### config.mk
export PLATFORM = sky130hd
export DESIGN_NAME = acpd_front
export DESIGN_NICKNAME = d
export VERILOG_FILES = /design/src/rtl/acpd_pkg.sv /design/src/rtl/acpd_front.sv
export SDC_FILE = /design/constraint.sdc
export NUM_CORES = 1
export LEC_CHECK = 0
export ABC_CLOCK_PERIOD_IN_PS = 2770
export BUFFER_PORTS_ARGS = -buffer_cell sky130_fd_sc_hd__clkbuf_2
export CORE_ASPECT_RATIO = 1.2
export CORE_UTILIZATION = 30
export CTS_BUF_LIST = sky130_fd_sc_hd__clkbuf_8
export DETAILED_ROUTE_END_ITERATION = 12
export GPL_TIMING_DRIVEN = 0
export PLACE_DENSITY_LB_ADDON = 0.12
export SLEW_MARGIN = 15
export SYNTH_ARGS = -nofsm -noshare
export SYNTH_HDL_FRONTEND = slang
export SYNTH_SLANG_ARGS = --single-unit
export TNS_END_PERCENT = 20
### constraint.sdc
create_clock -name clk -period 2.77 [get_ports clk]
set_input_delay 0.831 -clock clk [delete_from_list [all_inputs] [get_ports clk]]
set_output_delay 0.831 -clock clk [all_outputs]
set_load 0.05 [all_outputs]
### src/rtl/acpd_pkg.sv
// Shared types and constants for the autocorrelation pitch detector.
// Depends on nothing; every other file of the block imports it.
package acpd_pkg;

    localparam int MAX_SAMPLES = 1024;
    localparam int ADDR_W      = $clog2(MAX_SAMPLES);
    localparam int CNT_W       = ADDR_W + 1;
    localparam int SUM_W       = ADDR_W + 9;
    localparam int FS_W        = 18;
    localparam int TF_W        = 16;
    localparam int THR_W       = SUM_W + TF_W + 1;
    localparam int DEN_W       = CNT_W + SUM_W + 1;
    localparam int NUM_W       = FS_W + SUM_W - 1 + 8;
    localparam int FREQ_W      = 26;
    localparam int PMS_W       = 18;

    localparam logic [CNT_W-1:0]  MAX_COUNT = CNT_W'(MAX_SAMPLES);
    localparam logic [FREQ_W-1:0] FREQ_MAX  = '1;
    localparam logic [PMS_W-1:0]  PMS_MAX   = '1;
    localparam logic [FS_W-1:0]   MS_SCALE  = FS_W'(256000);
    localparam logic [FS_W-1:0]   FS_RESET  = FS_W'(48000);
    localparam logic [TF_W-1:0]   TF_RESET  = TF_W'(32768);

    localparam logic REG_FS = 1'b0;
    localparam logic REG_TF = 1'b1;

    typedef struct packed {
        logic [7:0] sample;
        logic       last;
    } item_t;

    typedef struct packed {
        logic [FREQ_W-1:0] frequency_q8;
        logic [PMS_W-1:0]  period_ms_q8;
        logic [9:0]        period_lag;
        logic              found;
    } result_t;

    typedef struct packed {
        logic              wr_en;
        logic [ADDR_W-1:0] wr_addr;
        logic [7:0]        wr_data;
    } ram_wr_t;

    typedef struct packed {
        logic             push;
        logic [CNT_W-1:0] len;
    } job_t;

    typedef enum logic [1:0] {PH_IDLE, PH_WAIT, PH_ARMED, PH_FOUND} phase_t;

    typedef enum logic [3:0] {
        B_IDLE, B_LAG, B_RUN, B_DRAIN, B_EVAL, B_DEN,
        B_FSTART, B_FWAIT, B_PSTART, B_PWAIT, B_DONE
    } back_state_t;

    // Product of two centred samples divided by 256, truncated toward zero.
    function automatic logic signed [SUM_W-1:0] lag_term(input logic [7:0] a,
                                                         input logic [7:0] b);
        logic signed [7:0]  ca;
        logic signed [7:0]  cb;
        logic signed [16:0] p;
        logic signed [16:0] q;
        ca = signed'(a ^ 8'h80);
        cb = signed'(b ^ 8'h80);
        p  = 17'(ca * cb);
        q  = (p + (p[16] ? 17'sd255 : 17'sd0)) >>> 8;
        return SUM_W'(q);
    endfunction

endpackage

### src/rtl/acpd_front.sv
// Front end: takes sample transactions, fills the frame memory and hands
// finished frames to the job queue. Depends on acpd_pkg.
module acpd_front (
    input  logic              clk,
    input  logic              rst_n,
    input  logic              push,
    output logic              full,
    input  acpd_pkg::item_t   item,
    input  logic              job_full,
    input  logic              mem_busy,
    output acpd_pkg::ram_wr_t wr,
    output acpd_pkg::job_t    job
);
    import acpd_pkg::*;

    logic [CNT_W-1:0] count_reg;
    logic [CNT_W-1:0] count_next;
    logic             accept;
    logic             room;

    assign full   = job_full | mem_busy;
    assign accept = push & ~full;
    assign room   = count_reg < MAX_COUNT;

    assign wr.wr_en   = accept & room;
    assign wr.wr_addr = count_reg[ADDR_W-1:0];
    assign wr.wr_data = item.sample;

    // Samples beyond the frame limit are dropped, but a last mark still counts.
    always_comb
    begin
        count_next = count_reg;
        if (accept)
        begin
            if (item.last)
            begin
                count_next = '0;
            end
            else if (room)
            begin
                count_next = count_reg + 1'b1;
            end
        end
    end

    assign job.push = accept & item.last;
    assign job.len  = room ? count_reg + 1'b1 : count_reg;

    always_ff @(posedge clk or negedge rst_n)
    begin
        if (!rst_n)
        begin
            count_reg <= '0;
        end
        else
        begin
            count_reg <= count_next;
        end
    end

endmodule

==> results_dict.tcl <==
set metrics [dict create \
    status "complete, no violations" \
    dieArea_um2 3180 \
    slew_headroom_pct 69.0 \
    clockBufferDepth 2 \
    synth_fp_nets 118 \
    end_kind "output pin" \
    crit_end "job[9]" \
    yosysWarningCount 0 \
    wl_mm 2.02 \
    cp_top_family "simple AND/OR/NAND/NOR gates" \
    async_reset_ff_share_pct 100 \
    power_density_nw_per_um2 475 \
    gr-total-overflow 0 \
    fmax_ghz 0.381 \
    ir_worst_vdd_v 0.000298 \
    dp_slack_ns -0.179 \
    drc_errors 0 \
    r2r_cells 5 \
    insertion_delay_ns 0.24 \
    initial_core_util_pct 31.6 \
    die_y_um 61.6 \
    synth_top_area_share_pct 31.0 \
    core_um2 2810 \
    ys_seq_elements 11 \
    synth_xor_area_share_pct 8.89 \
    ios 46 \
    critPathKind "reg2out" \
    dr.pass1.iters 3 \
    startpoint_type "register" \
    root_buffer "clkbuf_8" \
    post-cts-setup-buffer-count 0 \
    cts_buffers 3 \
    synth.distinct_cells 32 \
    design_area_um2 1180 \
    syn_area_per_cell_um2 8.61 \
    cp_max_fo 10 \
    cp-startpoint "count_reg[10]" \
    grt_pass1_wl_mm 3.30 \
    io_buffers 37 \
    synth-edff-count 0 \
    fin_nets 159 \
    grt_pass1_vias 742 \
    drt_iter0_markers 11 \
    fin_ws_ns 0.149 \
    wl_per_cell_um 11.4 \
    slew_violations 0 \
    timing.rr.end "count_reg[9]" \
    hpwl_mm 1.56 \
    placed_cell_area_um2 1120 \
    r2r_start "count_reg[10]" \
    grt_setup_unrepaired "no" \
    power_leakage_nw 0.610 \
    yosysMostFrequentCell "buf_4" \
    fillers 287 \
    cp.depth 6 \
    place.gp.congestion 0.854 \
    crit_required_ns 1.94 \
    die_x_um 51.6 \
    finalHoldViolCount 0 \
    cts_sinks 11 \
    drive_gt1_share_pct 49.7 \
    cp_num_buf_inv 2 \
    syn_area_um2 887 \
    num_vias 846 \
    antenna_found_initial 0 \
    slowest_stage "dfrtp_1" \
    synthSimpleGateAreaFrac_pct 24.0 \
    synth_top_family_by_area "simple AND/OR/NAND/NOR gates" \
    routed_via_density 4.78 \
    drv_cap 0 \
    cts.htree.levels 1 \
    setup_viol_count_final 0 \
    antenna_left 0 \
    min_period_ns 2.62 \
    antennaDiodeCount 0 \
    synth_fa_ha_area_share_pct 1.41 \
    tightest_slew_ns 0.462 \
    largest_reg_flops 11 \
    slowest_delay_ns 0.37 \
    yosysTopAreaCell "dfrtp_1" \
    synth_mux_area_share_pct 2.40 \
    syn_to_final_growth_pct 32.7 \
    synth_common_cells "buf_4 (18), dfrtp_1 (11), nand2_1 (8), nor2_1 (8), xnor2_1 (6)" \
    placementRows 21 \
    path_clk_slew_ns 0.05 \
    gr-usage-all-layers_pct 14.3 \
    arrival_ns 1.79 \
    regToRegSetupSlack_ns 1.16 \
    synth_compound_area_share_pct 12.8 \
    cts_tree "yes" \
    grt_max_degree 14 \
    netlist_top_cells_area "dfrtp_1 (31%), buf_4 (15%), xnor2_1 (5.9%)" \
    cp_cell_sequence "buf_6 -> and4b_1 -> nand3_2 -> nor2_1 -> xor2_1 -> clkbuf_4" \
    postSynthCellCount 103 \
    synth_ff_type "dfrtp_1" \
    layout_worst_path_cycle_share_pct 94.6 \
    skew_ns 0.00329 \
    synth_seq_area_share_pct 31.0 \
    min_path_type "in2async" \
]
[layout make-up]
cell class | count | area [um^2] | share of cell area (%)
Sequential cell | 11 | 277 | 23.5
Multi-Input combinational cell | 67 | 449 | 38.2
Tap cell | 34 | 42.5 | 3.61
Clock inverter | 1 | 3.75 | 0.319
Timing Repair Buffer | 37 | 195 | 16.6
Buffer | 23 | 165 | 14.0
Clock buffer | 3 | 41.3 | 3.51
Inverter | 1 | 3.75 | 0.319
[through the flow]
stage	util, %	hold slack, ns	instances	total power, W	TNS [ns]
2_1_floorplan	-	0.516	103	0.000354	-0.190
4_1_cts	41.5	0.475	177	0.000564	0
3_5_place_dp	39.7	0.559	174	0.000397	-0.352
5_1_grt	41.9	0.483	177	0.000587	0
6_report	41.9	0.465	177	0.000559	0
3_3_place_gp	39.7	0.543	174	0.000396	-0.357
[power breakdown]
group	internal, W	switching (W)	total [W]
Sequential	0.000170	0.0000116	0.000182
Combinational	0.0000604	0.000153	0.000213
Clock	0.0000978	0.0000665	0.000164
Total	0.000329	0.000231	0.000559
[layout by cell type (no fill, tap or decap), drive strengths merged, types with 3 or more instances in the layout]
cell,Yosys,routed
clkbuf,2,41
buf,22,22
dfrtp,11,11
nand2,8,8
nor2,8,8
o21ai,7,7
xnor2,6,6
o31ai,5,5
nand4,4,4
nand3,4,4
xor2,3,3
a31oi,3,3
[worst register-to-register path, stage by stage, from the launching register on]
cell     delay, ns
dfrtp_1       0.37
buf_6         0.13
and4b_1       0.30
nand3_2       0.14
or4_1         0.51
o21ai_1       0.08
[kinds of logic (layout without fill, tap and decap cells)]
family | count (synthesis) | after routing
and+or+nand+nor | 37 | 37
adders and majority gates | 1 | 1
DFF | 11 | 11
muxes | 2 | 2
AOI/OAI and AO/OA | 18 | 18
xor gates and xnor gates | 9 | 9
buffers and inverters | 25 | 65
[per-layer routing]
| metal | share of wire [%] | vias up | global-route usage, % | wire length, um |
|---|---|---|---|---|
| li1 | - | 422 | - | - |
| met1 | 42 | 386 | 16.2 | 858 |
| met2 | 50 | 33 | 24.3 | 1010 |
| met3 | 5.4 | 5 | 2.72 | 109 |
| met4 | 2.3 | 0 | 10.0 | 47 |
| met5 | 0 | - | 0 | 0 |
[what timing repair did]
item	4_1_cts	5_1_grt
pin swaps	0	1
resized for setup	3	7
endpoints found under the setup margin	2	3
hold buffers	0	0
[worst min path at each step]
| stage | from | to | cells after the start |
|---|---|---|---|
| after floorplan | count_reg[1] | count_reg[1] | 2 |
| after global placement | count_reg[1] | count_reg[1] | 2 |
| after detailed placement | count_reg[1] | count_reg[1] | 2 |
| after CTS | rst_n | count_reg[7] | 1 |
| after global routing | rst_n | count_reg[4] | 1 |
| final | rst_n | count_reg[5] | 1 |
(Power assumes the default switching activity.)
