$ cat config.mk
export PLATFORM = sky130hd
export DESIGN_NAME = acpd_job_queue
export DESIGN_NICKNAME = d
export VERILOG_FILES = /design/src/rtl/acpd_pkg.sv /design/src/rtl/acpd_job_queue.sv
export SDC_FILE = /design/constraint.sdc
export NUM_CORES = 1
export LEC_CHECK = 0
export ABC_AREA = 1
export BUFFER_PORTS_ARGS = -buffer_cell sky130_fd_sc_hd__buf_2
export CAP_MARGIN = 30
export CORE_AREA = 5 5 42 44
export CTS_CLUSTER_DIAMETER = 100
export DETAILED_ROUTE_END_ITERATION = 12
export DIE_AREA = 0 0 47 49
export GPL_TIMING_DRIVEN = 0
export PLACE_DENSITY_LB_ADDON = 0.25
export SLEW_MARGIN = 20
export SYNTH_ARGS = -nofsm -noshare
export SYNTH_HDL_FRONTEND = slang
export SYNTH_SLANG_ARGS = --single-unit
$ cat constraint.sdc
create_clock -name clk -period 0.8 [get_ports clk]
set_input_delay 0 -clock clk [delete_from_list [all_inputs] [get_ports clk]]
set_output_delay 0 -clock clk [all_outputs]
set_load 0.01 [all_outputs]
$ cat src/rtl/acpd_pkg.sv
// Shared types and constants for the autocorrelation pitch detector.
// Depends on nothing; every other file of the block imports it.
package acpd_pkg;

    localparam int MAX_SAMPLES = 1024;
    localparam int ADDR_W      = $clog2(MAX_SAMPLES);
    localparam int CNT_W       = ADDR_W + 1;
    localparam int SUM_W       = ADDR_W + 9;
    localparam int FS_W        = 18;
    localparam int TF_W        = 16;
    localparam int THR_W       = SUM_W + TF_W + 1;
    localparam int DEN_W       = CNT_W + SUM_W + 1;
    localparam int NUM_W       = FS_W + SUM_W - 1 + 8;
    localparam int FREQ_W      = 26;
    localparam int PMS_W       = 18;

    localparam logic [CNT_W-1:0]  MAX_COUNT = CNT_W'(MAX_SAMPLES);
    localparam logic [FREQ_W-1:0] FREQ_MAX  = '1;
    localparam logic [PMS_W-1:0]  PMS_MAX   = '1;
    localparam logic [FS_W-1:0]   MS_SCALE  = FS_W'(256000);
    localparam logic [FS_W-1:0]   FS_RESET  = FS_W'(48000);
    localparam logic [TF_W-1:0]   TF_RESET  = TF_W'(32768);

    localparam logic REG_FS = 1'b0;
    localparam logic REG_TF = 1'b1;

    typedef struct packed {
        logic [7:0] sample;
        logic       last;
    } item_t;

    typedef struct packed {
        logic [FREQ_W-1:0] frequency_q8;
        logic [PMS_W-1:0]  period_ms_q8;
        logic [9:0]        period_lag;
        logic              found;
    } result_t;

    typedef struct packed {
        logic              wr_en;
        logic [ADDR_W-1:0] wr_addr;
        logic [7:0]        wr_data;
    } ram_wr_t;

    typedef struct packed {
        logic             push;
        logic [CNT_W-1:0] len;
    } job_t;

    typedef enum logic [1:0] {PH_IDLE, PH_WAIT, PH_ARMED, PH_FOUND} phase_t;

    typedef enum logic [3:0] {
        B_IDLE, B_LAG, B_RUN, B_DRAIN, B_EVAL, B_DEN,
        B_FSTART, B_FWAIT, B_PSTART, B_PWAIT, B_DONE
    } back_state_t;

    // Product of two centred samples divided by 256, truncated toward zero.
    function automatic logic signed [SUM_W-1:0] lag_term(input logic [7:0] a,
                                                         input logic [7:0] b);
        logic signed [7:0]  ca;
        logic signed [7:0]  cb;
        logic signed [16:0] p;
        logic signed [16:0] q;
        ca = signed'(a ^ 8'h80);
        cb = signed'(b ^ 8'h80);
        p  = 17'(ca * cb);
        q  = (p + (p[16] ? 17'sd255 : 17'sd0)) >>> 8;
        return SUM_W'(q);
    endfunction

endpackage

$ cat src/rtl/acpd_job_queue.sv
// Single-entry queue of frame lengths between the front and back ends.
// Depends on acpd_pkg.
module acpd_job_queue (
    input  logic                         clk,
    input  logic                         rst_n,
    input  acpd_pkg::job_t               job,
    input  logic                         pop,
    output logic                         valid,
    output logic [acpd_pkg::CNT_W-1:0]   len
);
    import acpd_pkg::*;

    logic             valid_reg;
    logic [CNT_W-1:0] len_reg;

    assign valid = valid_reg;
    assign len   = len_reg;

    always_ff @(posedge clk or negedge rst_n)
    begin
        if (!rst_n)
        begin
            valid_reg <= 1'b0;
        end
        else if (job.push)
        begin
            valid_reg <= 1'b1;
        end
        else if (pop)
        begin
            valid_reg <= 1'b0;
        end
    end

    always_ff @(posedge clk)
    begin
        if (job.push)
        begin
            len_reg <= job.len;
        end
    end

endmodule

==> results of run 1 <==
cell usage in the layout, fill, tap and decap left out, drive strengths merged:
| cell type | netlist | final |
|---|---|---|
| buf | 0 | 27 |
| dlygate4sd3 | 0 | 13 |
| edfxtp | 11 | 11 |
| clkbuf | 0 | 3 |
| inv | 2 | 2 |
| nand2 | 2 | 2 |
| clkinv | 0 | 1 |
| dfrtp | 1 | 1 |
worst register-to-register path, cell delays in order (launching register included):
cell and delay (ps):
dfrtp_1 380, buf_4 130, nand2_1 50, nand2_1 50
layer usage:
| metal | wire length (um) | track usage |
|---|---|---|
| met4 | 0 | 0.0415 |
| met1 | 256 | 0.0764 |
| met5 | 0 | 0 |
| met3 | 87 | 0.0221 |
| met2 | 564 | 0.181 |
cell families after synthesis:
family | count (synthesis) | share of synthesized area
flops | 12 | 0.959
buf+inv | 2 | 0.0203
simple gates | 2 | 0.0203
stage by stage:
| step | setup TNS [ps] | instance area (um2) | setup slack, ps |
|---|---|---|---|
| 2_1_floorplan | 0 | 370 | 185 |
| 3_5_place_dp | 0 | 520 | 218 |
| 4_1_cts | 0 | 677 | 5.77 |
| 3_3_place_gp | 0 | 520 | 223 |
| 6_report | 0 | 684 | 25.1 |
| 5_1_grt | -114 | 684 | -22.6 |
cell type report:
cell class                      instances  area, um2
Multi-Input combinational cell          2       7.51
Tap cell                               16       20.0
Inverter                                2       7.51
Fill cell                             139        717
Sequential cell                        12        355
Clock inverter                          1       3.75
Timing Repair Buffer                   40        268
Clock buffer                            3       22.5
timing repair:
| action | in CTS | in global routing |
|---|---|---|
| endpoints found under the hold margin | 13 | 0 |
| setup buffers | 0 | 1 |
| hold buffers | 13 | 0 |
| setup endpoints to repair | 0 | 10 |
report_power, final:
group	internal (mW)	switching [mW]
combinational	0.102	0.0729
clock	0.180	0.177
sequential	0.738	0.0109
worst paths after layout:
| kind | to | slack [ps] | cells after the start |
|---|---|---|---|
| max in group asynchronous | valid$_DFFE_PN0P_ | 660 | 2 |
| worst min-delay path | valid$_DFFE_PN0P_ | 60 | 2 |
| worst max register to register | valid$_DFFE_PN0P_ | 90 | 3 |
| worst max-delay path | len[6] | 30 | 1 |
| min in group clk | valid$_DFFE_PN0P_ | 100 | 3 |
| worst min register to register | valid$_DFFE_PN0P_ | 570 | 3 |
==> results.json, run 1 <==
{
  "clockBufferDepth": 2,
  "nets": 76,
  "dieWidth_um": 47,
  "cpMaxStageDelayCell": "edfxtp_1",
  "syn_inst": 16,
  "port_buffers": 26,
  "power.leakage_nw": 0.311,
  "crit_required_ps": 800,
  "hold_viol_final": 0,
  "dp_hpwl_um": 576,
  "synth-seq-cells": 12,
  "synth.top_cells.by_count": "11 x edfxtp_1, 2 x inv_1, 2 x nand2_1, 1 x dfrtp_1",
  "design_power_total_mw": 1.28,
  "fin_util": 0.488,
  "maxCapViolCount": 0,
  "dp.cells": 58,
  "clock-root-buffer": "clkbuf_4",
  "grt.overflow.total": 0,
  "synth_largest_type_area_fraction": 0.892,
  "fmax_mhz": 1290,
  "status": "completed",
  "h-tree-depth": 1,
  "crit_chain": "buf_2",
  "cp-end-kind": "output port",
  "crit_buf_inv": 1,
  "cp.arrival_ps": 770,
  "peakVddDrop_mv": 1.06,
  "track_usage": 0.0916,
  "yosysWarnings": 0,
  "place.gp.congestion": 0.584,
  "final_cells": 76,
  "layout_min_cycle_time_ps": 775,
  "ys.flop_type": "edfxtp_1",
  "routedWlPerCell_um": 11.9,
  "setup_violations": 0,
  "synth_edf_count": 11,
  "crit_type": "register to output port",
  "num_antenna_cells": 0,
  "syn-cell-area_um2": 370,
  "grt_pass1_wl_um": 1450,
  "largest_reg_flops": 11,
  "die_h_um": 49,
  "antenna_found_initial": 0,
  "slew_violations": 0,
  "drt-pass1-iter-count": 2,
  "cts_tree": "built",
  "crit_fanout": 1,
  "grt_max_degree": 13,
  "clock_sinks": 12,
  "yosysSeqAreaShare": 0.959,
  "avgViaCountPerCell": 3.92,
  "period_share": 0.969,
  "crit_start": "len[6]$_DFFE_PP_",
  "antenna_left": 0,
  "ys_types": 4,
  "wl_um": 908,
  "p_per_area_nw_per_um2": 1870,
  "cts_made_buffers": 3,
  "async_flop_share": 0.0833,
  "synth.avg_cell_area_um2": 23.1,
  "start_util": 0.264,
  "relSlewSlack": 0.829,
  "reg2reg_from": "valid$_DFFE_PN0P_",
  "clock-skew-final_ps": 0,
  "cp_top_family": "flip-flops",
  "num_vias": 298,
  "drt_iter0_markers": 1,
  "area_growth_pct": 84.8,
  "die_area_um2": 2300,
  "clkLatencyLatePin_ps": 260,
  "ctsResizeCount": 0,
  "max_stage_delay_ps": 370,
  "clk_pin_slew_worst_paths_ps": 70,
  "synth_top_cell_by_area": "edfxtp_1",
  "yosysMostFrequentCell": "edfxtp_1",
  "drc": 0,
  "drive_gt1_frac": 0.500,
  "core_area_um2": 1400,
  "crit_path_start_kind": "register",
  "syn-num-nets": 31,
  "worst_pin_slew_ps": 257,
  "hold_path_class": "input port to asynchronous set/reset pin",
  "boundaryPins": 27,
  "rsz0062_at_grt": "yes",
  "rows": 14,
  "hold_ws_ps": 56.2,
  "synth.area.top_cells": "edfxtp_1 89%, dfrtp_1 6.8%, inv_1 2.0%, nand2_1 2.0%",
  "grt_pass1_vias": 336
}
(Power assumes the default switching activity.)
==> run 2: changes to the inputs <==
Settings changed: PLACE_DENSITY_LB_ADDON 0.25 to default.
==> results.json, run 2 (same netlist as run 1, synthesis figures left out) <==
{
  "status": "completed",
  "drive_gt1_frac": 0.492,
  "cp-end-kind": "output port",
  "area_growth_pct": 82.8,
  "core_area_um2": 1400,
  "cts_setup_buffers": 0,
  "max_stage_delay_ps": 380,
  "num_antenna_cells": 0,
  "clk_pin_slew_worst_paths_ps": 70,
  "clockBufferDepth": 2,
  "fmax_mhz": 1260,
  "worst_pin_slew_ps": 255,
  "cp.arrival_ps": 790,
  "dieWidth_um": 47,
  "nets": 75,
  "period_share": 0.989,
  "clkLatencyLatePin_ps": 250,
  "crit_start": "len[7]$_DFFE_PP_",
  "hold_viol_final": 0,
  "reg2reg_from": "valid$_DFFE_PN0P_",
  "finish.instance_area_um2": 677,
  "maxCapViolCount": 0,
  "layout_commonest_cell": "buf_2",
  "ctsResizeCount": 0,
  "fill_cells": 134,
  "avgViaCountPerCell": 3.79,
  "antenna_left": 0,
  "largest_reg_flops": 11,
  "start_util": 0.264,
  "crit_required_ps": 800,
  "crit_fanout": 1,
  "clock_sinks": 12,
  "peakVddDrop_mv": 0.932,
  "design_power_total_mw": 1.28,
  "fin_tns_setup_ps": 0,
  "crit_type": "register to output port",
  "dp_hpwl_um": 576,
  "final_cells": 75,
  "drt_iter0_markers": 0,
  "routedWlPerCell_um": 11.3,
  "crit_path_start_kind": "register",
  "final_cell_mix": "26 x buf_2, 13 x dlygate4sd3_1, 11 x edfxtp_1",
  "cp_top_family": "flip-flops",
  "drt-pass1-iter-count": 1,
  "crit_chain": "buf_2",
  "port_buffers": 26,
  "place.gp.congestion": 0.590,
  "relSlewSlack": 0.830,
  "num_vias": 284,
  "setup_violations": 0,
  "crit_buf_inv": 1,
  "die_h_um": 49,
  "dp.cells": 58,
  "rsz0062_at_grt": "yes",
  "multi_input_area_um2": 7.51,
  "boundaryPins": 27,
  "antenna_found_initial": 0,
  "grt_pass1_vias": 305,
  "clock-skew-final_ps": 0,
  "cts_made_buffers": 3,
  "cts_tree": "built",
  "grt_max_degree": 13,
  "seq_area_um2": 355,
  "slew_violations": 0,
  "p_per_area_nw_per_um2": 1900,
  "rows": 14,
  "track_usage": 0.0817,
  "h-tree-depth": 1,
  "hold_path_class": "input port to asynchronous set/reset pin",
  "placed_area_um2": 520,
  "cpMaxStageDelayCell": "edfxtp_1",
  "grt_pass1_wl_um": 1290,
  "die_area_um2": 2300,
  "clock-root-buffer": "clkbuf_4",
  "power.leakage_nw": 0.306,
  "layout_min_cycle_time_ps": 791,
  "drc": 0,
  "wl_um": 848,
  "grt.overflow.total": 0
}
run 2: cell types whose count changed in the layout (fill, tap and decap cells not counted):
cell | before | now
clkbuf_1 | 0 | 1
clkinv_1 | 1 | 0
buf_4 | 1 | 0
run 2: path summary, 6_finish.rpt:
| kind | to | slack, ps | depth (start not counted) |
|---|---|---|---|
| setup / recovery | len[7] | 9 | 1 |
| hold / removal | valid$_DFFE_PN0P_ | 30 | 2 |
| setup reg to reg | valid$_DFFE_PN0P_ | 210 | 2 |
| hold reg to reg | valid$_DFFE_PN0P_ | 480 | 2 |
| max in group asynchronous | valid$_DFFE_PN0P_ | 680 | 2 |
| min in group clk | valid$_DFFE_PN0P_ | 100 | 3 |
run 2: cell type report:
cell class                 count  share of cell area
multi-input combinational      2              0.0111
timing repair buffer          39               0.384
sequential                    12               0.525
tap                           16              0.0296
inverter                       2              0.0111
clock buffer                   4              0.0388
run 2: timing repair:
| item | in CTS | in global routing |
|---|---|---|
| endpoints found under the setup margin | 1 | 8 |
| hold buffers | 13 | 0 |
| hold endpoints to repair | 13 | 0 |
run 2: power by group:
group	switching (mW)	internal [mW]	leakage (nW)
registers	0.0110	0.738	0.118
clock network	0.174	0.192	0.0150
logic	0.0701	0.0974	0.172
run 2: layer usage:
metal	up-vias	global-route usage	routed length, um	part of all wire
li1	144	-	-	-
met3	0	0.0332	68	0.080
met1	128	0.0837	281	0.33
met4	0	0.0415	0	0
met5	-	0	0	0
met2	12	0.136	498	0.59
run 2: through the flow:
stage           util  setup slack, ps  hold WS [ps]
2_1_floorplan      -              185          -296
3_3_place_gp   0.371              217          -225
3_5_place_dp   0.371              215          -224
4_1_cts        0.483            -3.01          27.0
5_1_grt        0.483            -41.3          29.2
6_report       0.483             8.66          34.8
