<file path="src/rtl/acpd_pkg.sv">
// Shared types and constants for the autocorrelation pitch detector.
// Depends on nothing; every other file of the block imports it.
package acpd_pkg;

    localparam int MAX_SAMPLES = 1024;
    localparam int ADDR_W      = $clog2(MAX_SAMPLES);
    localparam int CNT_W       = ADDR_W + 1;
    localparam int SUM_W       = ADDR_W + 9;
    localparam int FS_W        = 18;
    localparam int TF_W        = 16;
    localparam int THR_W       = SUM_W + TF_W + 1;
    localparam int DEN_W       = CNT_W + SUM_W + 1;
    localparam int NUM_W       = FS_W + SUM_W - 1 + 8;
    localparam int FREQ_W      = 26;
    localparam int PMS_W       = 18;

    localparam logic [CNT_W-1:0]  MAX_COUNT = CNT_W'(MAX_SAMPLES);
    localparam logic [FREQ_W-1:0] FREQ_MAX  = '1;
    localparam logic [PMS_W-1:0]  PMS_MAX   = '1;
    localparam logic [FS_W-1:0]   MS_SCALE  = FS_W'(256000);
    localparam logic [FS_W-1:0]   FS_RESET  = FS_W'(48000);
    localparam logic [TF_W-1:0]   TF_RESET  = TF_W'(32768);

    localparam logic REG_FS = 1'b0;
    localparam logic REG_TF = 1'b1;

    typedef struct packed {
        logic [7:0] sample;
        logic       last;
    } item_t;

    typedef struct packed {
        logic [FREQ_W-1:0] frequency_q8;
        logic [PMS_W-1:0]  period_ms_q8;
        logic [9:0]        period_lag;
        logic              found;
    } result_t;

    typedef struct packed {
        logic              wr_en;
        logic [ADDR_W-1:0] wr_addr;
        logic [7:0]        wr_data;
    } ram_wr_t;

    typedef struct packed {
        logic             push;
        logic [CNT_W-1:0] len;
    } job_t;

    typedef enum logic [1:0] {PH_IDLE, PH_WAIT, PH_ARMED, PH_FOUND} phase_t;

    typedef enum logic [3:0] {
        B_IDLE, B_LAG, B_RUN, B_DRAIN, B_EVAL, B_DEN,
        B_FSTART, B_FWAIT, B_PSTART, B_PWAIT, B_DONE
    } back_state_t;

    // Product of two centred samples divided by 256, truncated toward zero.
    function automatic logic signed [SUM_W-1:0] lag_term(input logic [7:0] a,
                                                         input logic [7:0] b);
        logic signed [7:0]  ca;
        logic signed [7:0]  cb;
        logic signed [16:0] p;
        logic signed [16:0] q;
        ca = signed'(a ^ 8'h80);
        cb = signed'(b ^ 8'h80);
        p  = 17'(ca * cb);
        q  = (p + (p[16] ? 17'sd255 : 17'sd0)) >>> 8;
        return SUM_W'(q);
    endfunction

endpackage

</file>
<file path="src/rtl/acpd_div.sv">
// Restoring divider, one quotient bit per cycle; divisor must be nonzero.
// Depends on acpd_pkg.
module acpd_div (
    input  logic                         clk,
    input  logic                         rst_n,
    input  logic                         start,
    input  logic [acpd_pkg::NUM_W-1:0]   dividend,
    input  logic [acpd_pkg::DEN_W-1:0]   divisor,
    output logic                         done,
    output logic [acpd_pkg::NUM_W-1:0]   quotient
);
    import acpd_pkg::*;

    localparam int STEP_W = $clog2(NUM_W + 1);

    logic [STEP_W-1:0] step_reg;
    logic              done_reg;
    logic [DEN_W-1:0]  rem_reg;
    logic [NUM_W-1:0]  quo_reg;
    logic [DEN_W-1:0]  dvs_reg;
    logic [DEN_W:0]    shifted;
    logic              ge;

    assign shifted  = {rem_reg, quo_reg[NUM_W-1]};
    assign ge       = shifted >= {1'b0, dvs_reg};
    assign done     = done_reg;
    assign quotient = quo_reg;

    always_ff @(posedge clk or negedge rst_n)
    begin
        if (!rst_n)
        begin
            step_reg <= '0;
            done_reg <= 1'b0;
        end
        else
        begin
            done_reg <= (step_reg == STEP_W'(1));
            if (start)
            begin
                step_reg <= STEP_W'(NUM_W);
            end
            else if (step_reg != '0)
            begin
                step_reg <= step_reg - 1'b1;
            end
        end
    end

    always_ff @(posedge clk)
    begin
        if (start)
        begin
            rem_reg <= '0;
            quo_reg <= dividend;
            dvs_reg <= divisor;
        end
        else if (step_reg != '0)
        begin
            rem_reg <= ge ? DEN_W'(shifted - {1'b0, dvs_reg}) : DEN_W'(shifted);
            quo_reg <= {quo_reg[NUM_W-2:0], ge};
        end
    end

endmodule

</file>
<file path="src/rtl/acpd_back.sv">
// Back end: lag-by-lag correlation sequencer, period detection, frequency and
// period conversion, and the result register. Depends on acpd_pkg, acpd_div.
module acpd_back (
    input  logic                         clk,
    input  logic                         rst_n,
    input  logic                         job_valid,
    input  logic [acpd_pkg::CNT_W-1:0]   job_len,
    output logic                         job_pop,
    output logic                         mem_busy,
    output logic [acpd_pkg::ADDR_W-1:0]  rd_addr_a,
    output logic [acpd_pkg::ADDR_W-1:0]  rd_addr_b,
    input  logic [7:0]                   rd_data_a,
    input  logic [7:0]                   rd_data_b,
    input  logic [acpd_pkg::FS_W-1:0]    fs,
    input  logic [acpd_pkg::TF_W-1:0]    tf,
    output logic                         empty,
    input  logic                         pop,
    output acpd_pkg::result_t            result
);
    import acpd_pkg::*;

    back_state_t              state_reg;
    back_state_t              state_next;
    logic [CNT_W-1:0]         n_reg;
    logic [ADDR_W-1:0]        lag_reg;
    logic [ADDR_W-1:0]        j_reg;
    logic                     iss_reg;
    logic signed [SUM_W-1:0]  cur_reg;
    logic signed [SUM_W-1:0]  prev_reg;
    logic signed [SUM_W-1:0]  energy_reg;
    logic signed [SUM_W-1:0]  psum_reg;
    logic signed [THR_W-1:0]  thr_reg;
    phase_t                   phase_reg;
    phase_t                   phase_new;
    logic [ADDR_W-1:0]        period_reg;
    logic signed [DEN_W-1:0]  den_reg;
    logic [NUM_W-1:0]         num_reg;
    logic [FREQ_W-1:0]        freq_reg;
    logic [PMS_W-1:0]         pms_reg;
    result_t                  res_reg;
    logic                     res_valid_reg;

    logic                     last_issue;
    logic                     last_lag;
    logic signed [THR_W-1:0]  cur_scaled;
    logic                     div_start;
    logic [NUM_W-1:0]         div_dividend;
    logic [DEN_W-1:0]         div_divisor;
    logic                     div_done;
    logic [NUM_W-1:0]         div_quo;
    logic                     load_res;

    assign last_issue = (CNT_W'(j_reg) + CNT_W'(lag_reg)) == (n_reg - 1'b1);
    assign last_lag   = CNT_W'(lag_reg) == (n_reg - 1'b1);
    assign cur_scaled = {cur_reg[SUM_W-1], cur_reg, 16'b0};
    assign rd_addr_a  = j_reg;
    assign rd_addr_b  = j_reg + lag_reg;
    assign empty      = ~res_valid_reg;
    assign result     = res_reg;

    // Detection step for the lag just summed.
    always_comb
    begin
        phase_new = phase_reg;
        if (phase_new == PH_ARMED && cur_reg <= prev_reg)
        begin
            phase_new = PH_FOUND;
        end
        if (phase_new == PH_WAIT && cur_scaled > thr_reg && cur_reg > prev_reg)
        begin
            phase_new = PH_ARMED;
        end
        if (lag_reg == '0)
        begin
            phase_new = PH_WAIT;
        end
    end

    always_comb
    begin
        state_next = state_reg;
        case (state_reg)
            B_IDLE:   if (job_valid) state_next = B_LAG;
            B_LAG:    state_next = B_RUN;
            B_RUN:    if (last_issue) state_next = B_DRAIN;
            B_DRAIN:  state_next = B_EVAL;
            B_EVAL:
            begin
                if (phase_new == PH_FOUND)
                begin
                    state_next = B_DEN;
                end
                else if (last_lag)
                begin
                    state_next = B_DONE;
                end
                else
                begin
                    state_next = B_LAG;
                end
            end
            B_DEN:    state_next = B_FSTART;
            B_FSTART:
            begin
                if (fs == '0)
                begin
                    state_next = B_DONE;
                end
                else if (den_reg <= 0)
                begin
                    state_next = B_PSTART;
                end
                else
                begin
                    state_next = B_FWAIT;
                end
            end
            B_FWAIT:  if (div_done) state_next = B_PSTART;
            B_PSTART: state_next = B_PWAIT;
            B_PWAIT:  if (div_done) state_next = B_DONE;
            B_DONE:   if (!res_valid_reg) state_next = B_IDLE;
            default:  state_next = B_IDLE;
        endcase
    end

    always_comb
    begin
        job_pop      = 1'b0;
        mem_busy     = 1'b0;
        div_start    = 1'b0;
        div_dividend = num_reg;
        div_divisor  = den_reg;
        load_res     = 1'b0;
        case (state_reg)
            B_IDLE:   job_pop = job_valid;
            B_LAG,
            B_RUN,
            B_DRAIN,
            B_EVAL:   mem_busy = 1'b1;
            B_FSTART: div_start = (fs != '0) && (den_reg > 0);
            B_PSTART:
            begin
                div_start    = 1'b1;
                div_dividend = NUM_W'(period_reg * MS_SCALE);
                div_divisor  = DEN_W'(fs);
            end
            B_DONE:   load_res = ~res_valid_reg;
            default:  job_pop = 1'b0;
        endcase
    end

    acpd_div u_div (
        .clk      (clk),
        .rst_n    (rst_n),
        .start    (div_start),
        .dividend (div_dividend),
        .divisor  (div_divisor),
        .done     (div_done),
        .quotient (div_quo)
    );

    always_ff @(posedge clk or negedge rst_n)
    begin
        if (!rst_n)
        begin
            state_reg     <= B_IDLE;
            res_valid_reg <= 1'b0;
            phase_reg     <= PH_IDLE;
            iss_reg       <= 1'b0;
        end
        else
        begin
            state_reg <= state_next;
            if (load_res)
            begin
                res_valid_reg <= 1'b1;
            end
            else if (pop)
            begin
                res_valid_reg <= 1'b0;
            end
            iss_reg <= (state_reg == B_RUN);
            if (state_reg == B_IDLE && job_valid)
            begin
                phase_reg <= PH_IDLE;
            end
            else if (state_reg == B_EVAL)
            begin
                phase_reg <= phase_new;
            end
        end
    end

    always_ff @(posedge clk)
    begin
        if (iss_reg)
        begin
            cur_reg <= cur_reg + lag_term(rd_data_a, rd_data_b);
        end
        case (state_reg)
            B_IDLE:
            begin
                n_reg    <= job_len;
                lag_reg  <= '0;
                prev_reg <= '0;
            end
            B_LAG:
            begin
                cur_reg <= '0;
                j_reg   <= '0;
            end
            B_RUN:    j_reg <= j_reg + 1'b1;
            B_EVAL:
            begin
                prev_reg <= cur_reg;
                lag_reg  <= lag_reg + 1'b1;
                if (phase_reg == PH_ARMED && phase_new == PH_FOUND)
                begin
                    period_reg <= lag_reg;
                    psum_reg   <= cur_reg;
                end
                if (lag_reg == '0)
                begin
                    energy_reg <= cur_reg;
                    thr_reg    <= THR_W'(cur_reg * $signed({1'b0, tf}));
                end
            end
            B_DEN:
            begin
                den_reg <= DEN_W'($signed({1'b0, period_reg - 1'b1}) * energy_reg)
                           + DEN_W'(psum_reg);
                num_reg <= {(NUM_W-8)'(fs * energy_reg[SUM_W-2:0]), 8'b0};
            end
            B_FSTART:
            begin
                if (fs == '0)
                begin
                    freq_reg <= '0;
                    pms_reg  <= PMS_MAX;
                end
                else if (den_reg <= 0)
                begin
                    freq_reg <= FREQ_MAX;
                end
            end
            B_FWAIT:
            begin
                if (div_done)
                begin
                    freq_reg <= (div_quo > NUM_W'(FREQ_MAX)) ? FREQ_MAX
                                                            : div_quo[FREQ_W-1:0];
                end
            end
            B_PWAIT:
            begin
                if (div_done)
                begin
                    pms_reg <= (div_quo > NUM_W'(PMS_MAX)) ? PMS_MAX
                                                          : div_quo[PMS_W-1:0];
                end
            end
            B_DONE:
            begin
                if (load_res)
                begin
                    if (phase_reg == PH_FOUND)
                    begin
                        res_reg.frequency_q8 <= freq_reg;
                        res_reg.period_ms_q8 <= pms_reg;
                        res_reg.period_lag   <= period_reg;
                        res_reg.found        <= 1'b1;
                    end
                    else
                    begin
                        res_reg <= '0;
                    end
                end
            end
            default:
            begin
                j_reg <= j_reg;
            end
        endcase
    end

endmodule

</file>
<file path="config.mk">
export PLATFORM = sky130hd
export DESIGN_NAME = acpd_back
export DESIGN_NICKNAME = d
export VERILOG_FILES = /design/src/rtl/acpd_pkg.sv /design/src/rtl/acpd_div.sv /design/src/rtl/acpd_back.sv
export SDC_FILE = /design/constraint.sdc
export NUM_CORES = 2
export LEC_CHECK = 0
export BUFFER_PORTS_ARGS = -buffer_cell sky130_fd_sc_hd__buf_2
export CORE_MARGIN = 2
export CORE_UTILIZATION = 60
export CTS_BUF_LIST = sky130_fd_sc_hd__clkbuf_16
export DETAILED_ROUTE_END_ITERATION = 12
export PLACE_DENSITY = 0.82
export SLEW_MARGIN = 30
export SYNTH_ARGS = -nofsm -noshare
export SYNTH_HDL_FRONTEND = slang
export SYNTH_HIERARCHICAL = 1
export SYNTH_SLANG_ARGS = --single-unit
</file>
<file path="constraint.sdc">
create_clock -name clk -period 7.9 [get_ports clk]
set_clock_uncertainty 0.15 [all_clocks]
set_input_delay 1.185 -clock clk [delete_from_list [all_inputs] [get_ports clk]]
set_output_delay 1.185 -clock clk [all_outputs]
set_load 0.01 [all_outputs]
</file>
==> results.sh <==
export IMPL_dpl_hpwl_mm=106
export IMPL_viasPerCell=5.72
export IMPL_first_global_vias=43200
export IMPL_cts_htree_levels=2
export IMPL_synth_top_cell_area_share=0.306
export IMPL_final_nets=7206
export IMPL_finalWorstSetupSlack_ns=-0.410
export IMPL_post_synth_inst_count=5607
export IMPL_port_buffer_count=142
export IMPL_cp_slowest_stage_delay_ns=0.52
export IMPL_setup_violations=1
export IMPL_criticalPathCategory="in -> reg"
export IMPL_insertion_delay_ns=0.62
export IMPL_grtUsageTotal=0.295
export IMPL_avgSynthCellArea_um2=9.83
export IMPL_max_slew_margin=0.365
export IMPL_cts_buffers=49
export IMPL_post_synth_main_area_contributors="fa_1 31%, edfxtp_1 20%, ha_1 10%, inv_1 7.4%, nand2_1 4.5%"
export IMPL_run_status="complete, but fails checks"
export IMPL_use_met1=0.386
export IMPL_core_rowCount=111
export IMPL_clk_pin_slew_ns=0.07
export IMPL_drc=0
export IMPL_grt_setup_unrepaired="yes"
export IMPL_antenna_violations_before_repair=3
export IMPL_cts_buffer_depth=3
export IMPL_endpoint_kind="register"
export IMPL_clock_tree_root_cell="clkbuf_16"
export IMPL_use_met3=0.0420
export IMPL_grtUsageMet2=0.502
export IMPL_synth_distinct_cells=87
export IMPL_start_util=0.603
export IMPL_via_count=40500
export IMPL_tns_ns=-0.410
export IMPL_yosys_warnings=6
export IMPL_critical_path_slowest_cell="fa_2"
export IMPL_timing_final_crit_share=1.05
export IMPL_asyncSetResetFlopFracSynth=0.0341
export IMPL_largest_register_ffs=55
export IMPL_die_width_um=307
export IMPL_fin_crit_ns=8.31
export IMPL_critical_path_arrival_ns=8.67
export IMPL_transition_time_at_the_pin_with_the_least_slew_margin_ns=0.929
export IMPL_ys_seq_elements=440
export IMPL_design_core_area_mm2=0.0914
export IMPL_syn_cell_area_mm2=0.0551
export IMPL_maxClockFrequency_mhz=120
export IMPL_fillerInstances=6854
export IMPL_violations="setup timing"
export IMPL_place_gp_congestion=0.929
export IMPL_drv_max_cap_violation_count=0
export IMPL_number_of_enable_type_register_cells_in_the_synthesized_netlist=375
export IMPL_launching_element_type_of_the_critical_path="input port"
export IMPL_sequential_cell_area_mm2=0.0126
export IMPL_hold_class="in -> async"
export IMPL_detail_route_iter0_violations=3505
export IMPL_number_of_top_level_pins=143
export IMPL_crit_fanout=4
export IMPL_multi_input_comb_area_mm2=0.0379
export IMPL_path_delay_family="adder cells"
export IMPL_grt_pass1_wl_mm=222
export IMPL_timing_hold_violations_final=0
export IMPL_post_route_cells_drive_above_1_share=0.111
export IMPL_numClockSinks=440
export IMPL_overflow=0
export IMPL_syn2layout_area_growth_pct=10.1
export IMPL_tritoncts="done"
export IMPL_final_antenna_net_count=0
export IMPL_seq_area_frac_synth=0.229
export IMPL_grt_most_used_layer="met2"
export IMPL_largest_net_degree_at_the_start_of_global_routing=83
export IMPL_chipHeight_um=307
export IMPL_total_buffers_and_inverters_traversed_by_the_critical_path=5
export IMPL_ys_flop_type="edfxtp_1"
export IMPL_die_area_mm2=0.0943
export IMPL_detail_route_first_pass_iterations=6
export IMPL_routed_wire_length_per_instance_um=19.2
export IMPL_wirelength_mm=136
export IMPL_worst_ep_required_time_ns=8.26
export IMPL_yosys_area_top_type="fa_1"
export IMPL_final_max_slew_violation_count=0
-- worst reg2reg max path, stage by stage (launching register included) --
cell,delay [ns]
dfxtp_1,0.85
buf_4,0.33
and2_1,0.16
fa_1,0.43
fa_1,0.45
ha_1,0.25
fa_1,0.55
inv_1,0.05
fa_1,0.47
fa_1,0.55
inv_1,0.04
ha_1,0.34
o21a_1,0.14
o21ai_0,0.10
o31ai_1,0.55
o22a_1,0.32
nand2_1,0.11
a311oi_1,0.31
buf_4,0.20
a311o_1,0.24
a31o_2,0.18
a21oi_1,0.08
xnor2_1,0.35
-- final timing paths --
| path | slack [ns] | to | start | depth (start not counted) |
|---|---|---|---|---|
| max | -0.41 | cur_reg[18] | rd_data_b[7] | 35 |
| min | 0.34 | state_reg[1] | rst_n | 1 |
| max reg2reg | 0.44 | thr_reg[35] | cur_reg[6] | 22 |
| min reg2reg | 0.34 | u_div/rem_reg[1] | u_div/rem_reg[1] | 2 |
| max in group asynchronous | 6.97 | iss_reg | rst_n | 1 |
| min in group clk | 0.34 | u_div/rem_reg[1] | u_div/rem_reg[1] | 2 |
-- cell families after synthesis --
kind of cell | Yosys count | share of synthesized area
and+or+nand+nor | 1677 | 0.151
AOI/OAI and AO/OA | 584 | 0.0710
buffers and inverters | 1321 | 0.0904
other | 1 | 0.0000680
adders and majority gates | 1297 | 0.409
DFF | 440 | 0.229
muxes | 61 | 0.0121
xor gates and xnor gates | 226 | 0.0367
-- cell usage after synthesis (15+ instances only) --
| cell type | count |
|---|---|
| a211oi_1 | 42 |
| a21o_1 | 70 |
| a21oi_1 | 164 |
| a31oi_1 | 20 |
| and2_1 | 311 |
| and3_1 | 93 |
| clkbuf_1 | 213 |
| dfrtp_1 | 15 |
| dfxtp_1 | 50 |
| edfxtp_1 | 375 |
| fa_1 | 842 |
| ha_1 | 455 |
| inv_1 | 1090 |
| mux2_2 | 43 |
| mux2i_1 | 18 |
| nand2_1 | 656 |
| nand2b_1 | 74 |
| nand3_1 | 52 |
| nand4_1 | 30 |
| nor2_1 | 174 |
| nor2b_1 | 116 |
| nor3_1 | 66 |
| nor4_1 | 29 |
| o211ai_1 | 15 |
| o21a_1 | 59 |
| o21ai_0 | 84 |
| o21bai_1 | 25 |
| or2_2 | 17 |
| or3_1 | 19 |
| xnor2_1 | 147 |
| xor2_1 | 76 |
-- metal layers --
layer	wire, µm	share of wire	vias to the layer above
li1	-	-	18200
met1	53800	0.40	20300
met2	67100	0.49	1623
met3	9810	0.072	347
met4	5170	0.038	4
met5	33	0.00024	-
-- final cells by class --
class | instances | share of cell area
multi-input cells | 3853 | 0.625
flip-flops and latches | 440 | 0.208
inverters | 1091 | 0.0676
repair buffers | 409 | 0.0462
well taps | 1186 | 0.0245
clock buffers | 49 | 0.0202
clock inverters | 43 | 0.00796
diodes | 1 | 0.0000412
-- through the flow --
step	area [µm²]	cells	utilization	setup WS, ns	hold WS (ns)
after floorplan	55300	5614	-	-0.848	0.299
after detailed placement	58700	6971	0.642	-1.22	0.327
after global placement	58700	6970	0.642	-1.05	0.312
after global routing	60700	7072	0.664	-0.663	0.373
final	60700	7072	0.664	-0.410	0.340
after CTS	60500	7067	0.662	-0.391	0.339
-- cells in the final DEF (no fill, tap or decap), types with 70 or more instances in the layout --
cell type,n
nor2_1,168
xor2_1,76
a21oi_1,158
xnor2_1,143
buf_2,140
edfxtp_1,375
nand2b_1,72
and2_1,305
and3_1,93
inv_1,1084
a21o_1,70
nand2_1,653
o21ai_0,79
fa_1,836
ha_1,445
nor2b_1,114
buf_4,259
-- repair_timing --
item | in CTS | in global routing
gates resized for setup | 16 | 40
pin swaps | 11 | 20
hold endpoints to repair | 0 | 0
cloned | 0 | 0
setup buffers | 4 | 5
hold buffers | 0 | 0
endpoints found under the setup margin | 1 | 10
Power is left out: the tool's default activity adds up to more than one toggle a clock period on the data nets, which glitch-free logic cannot reach.
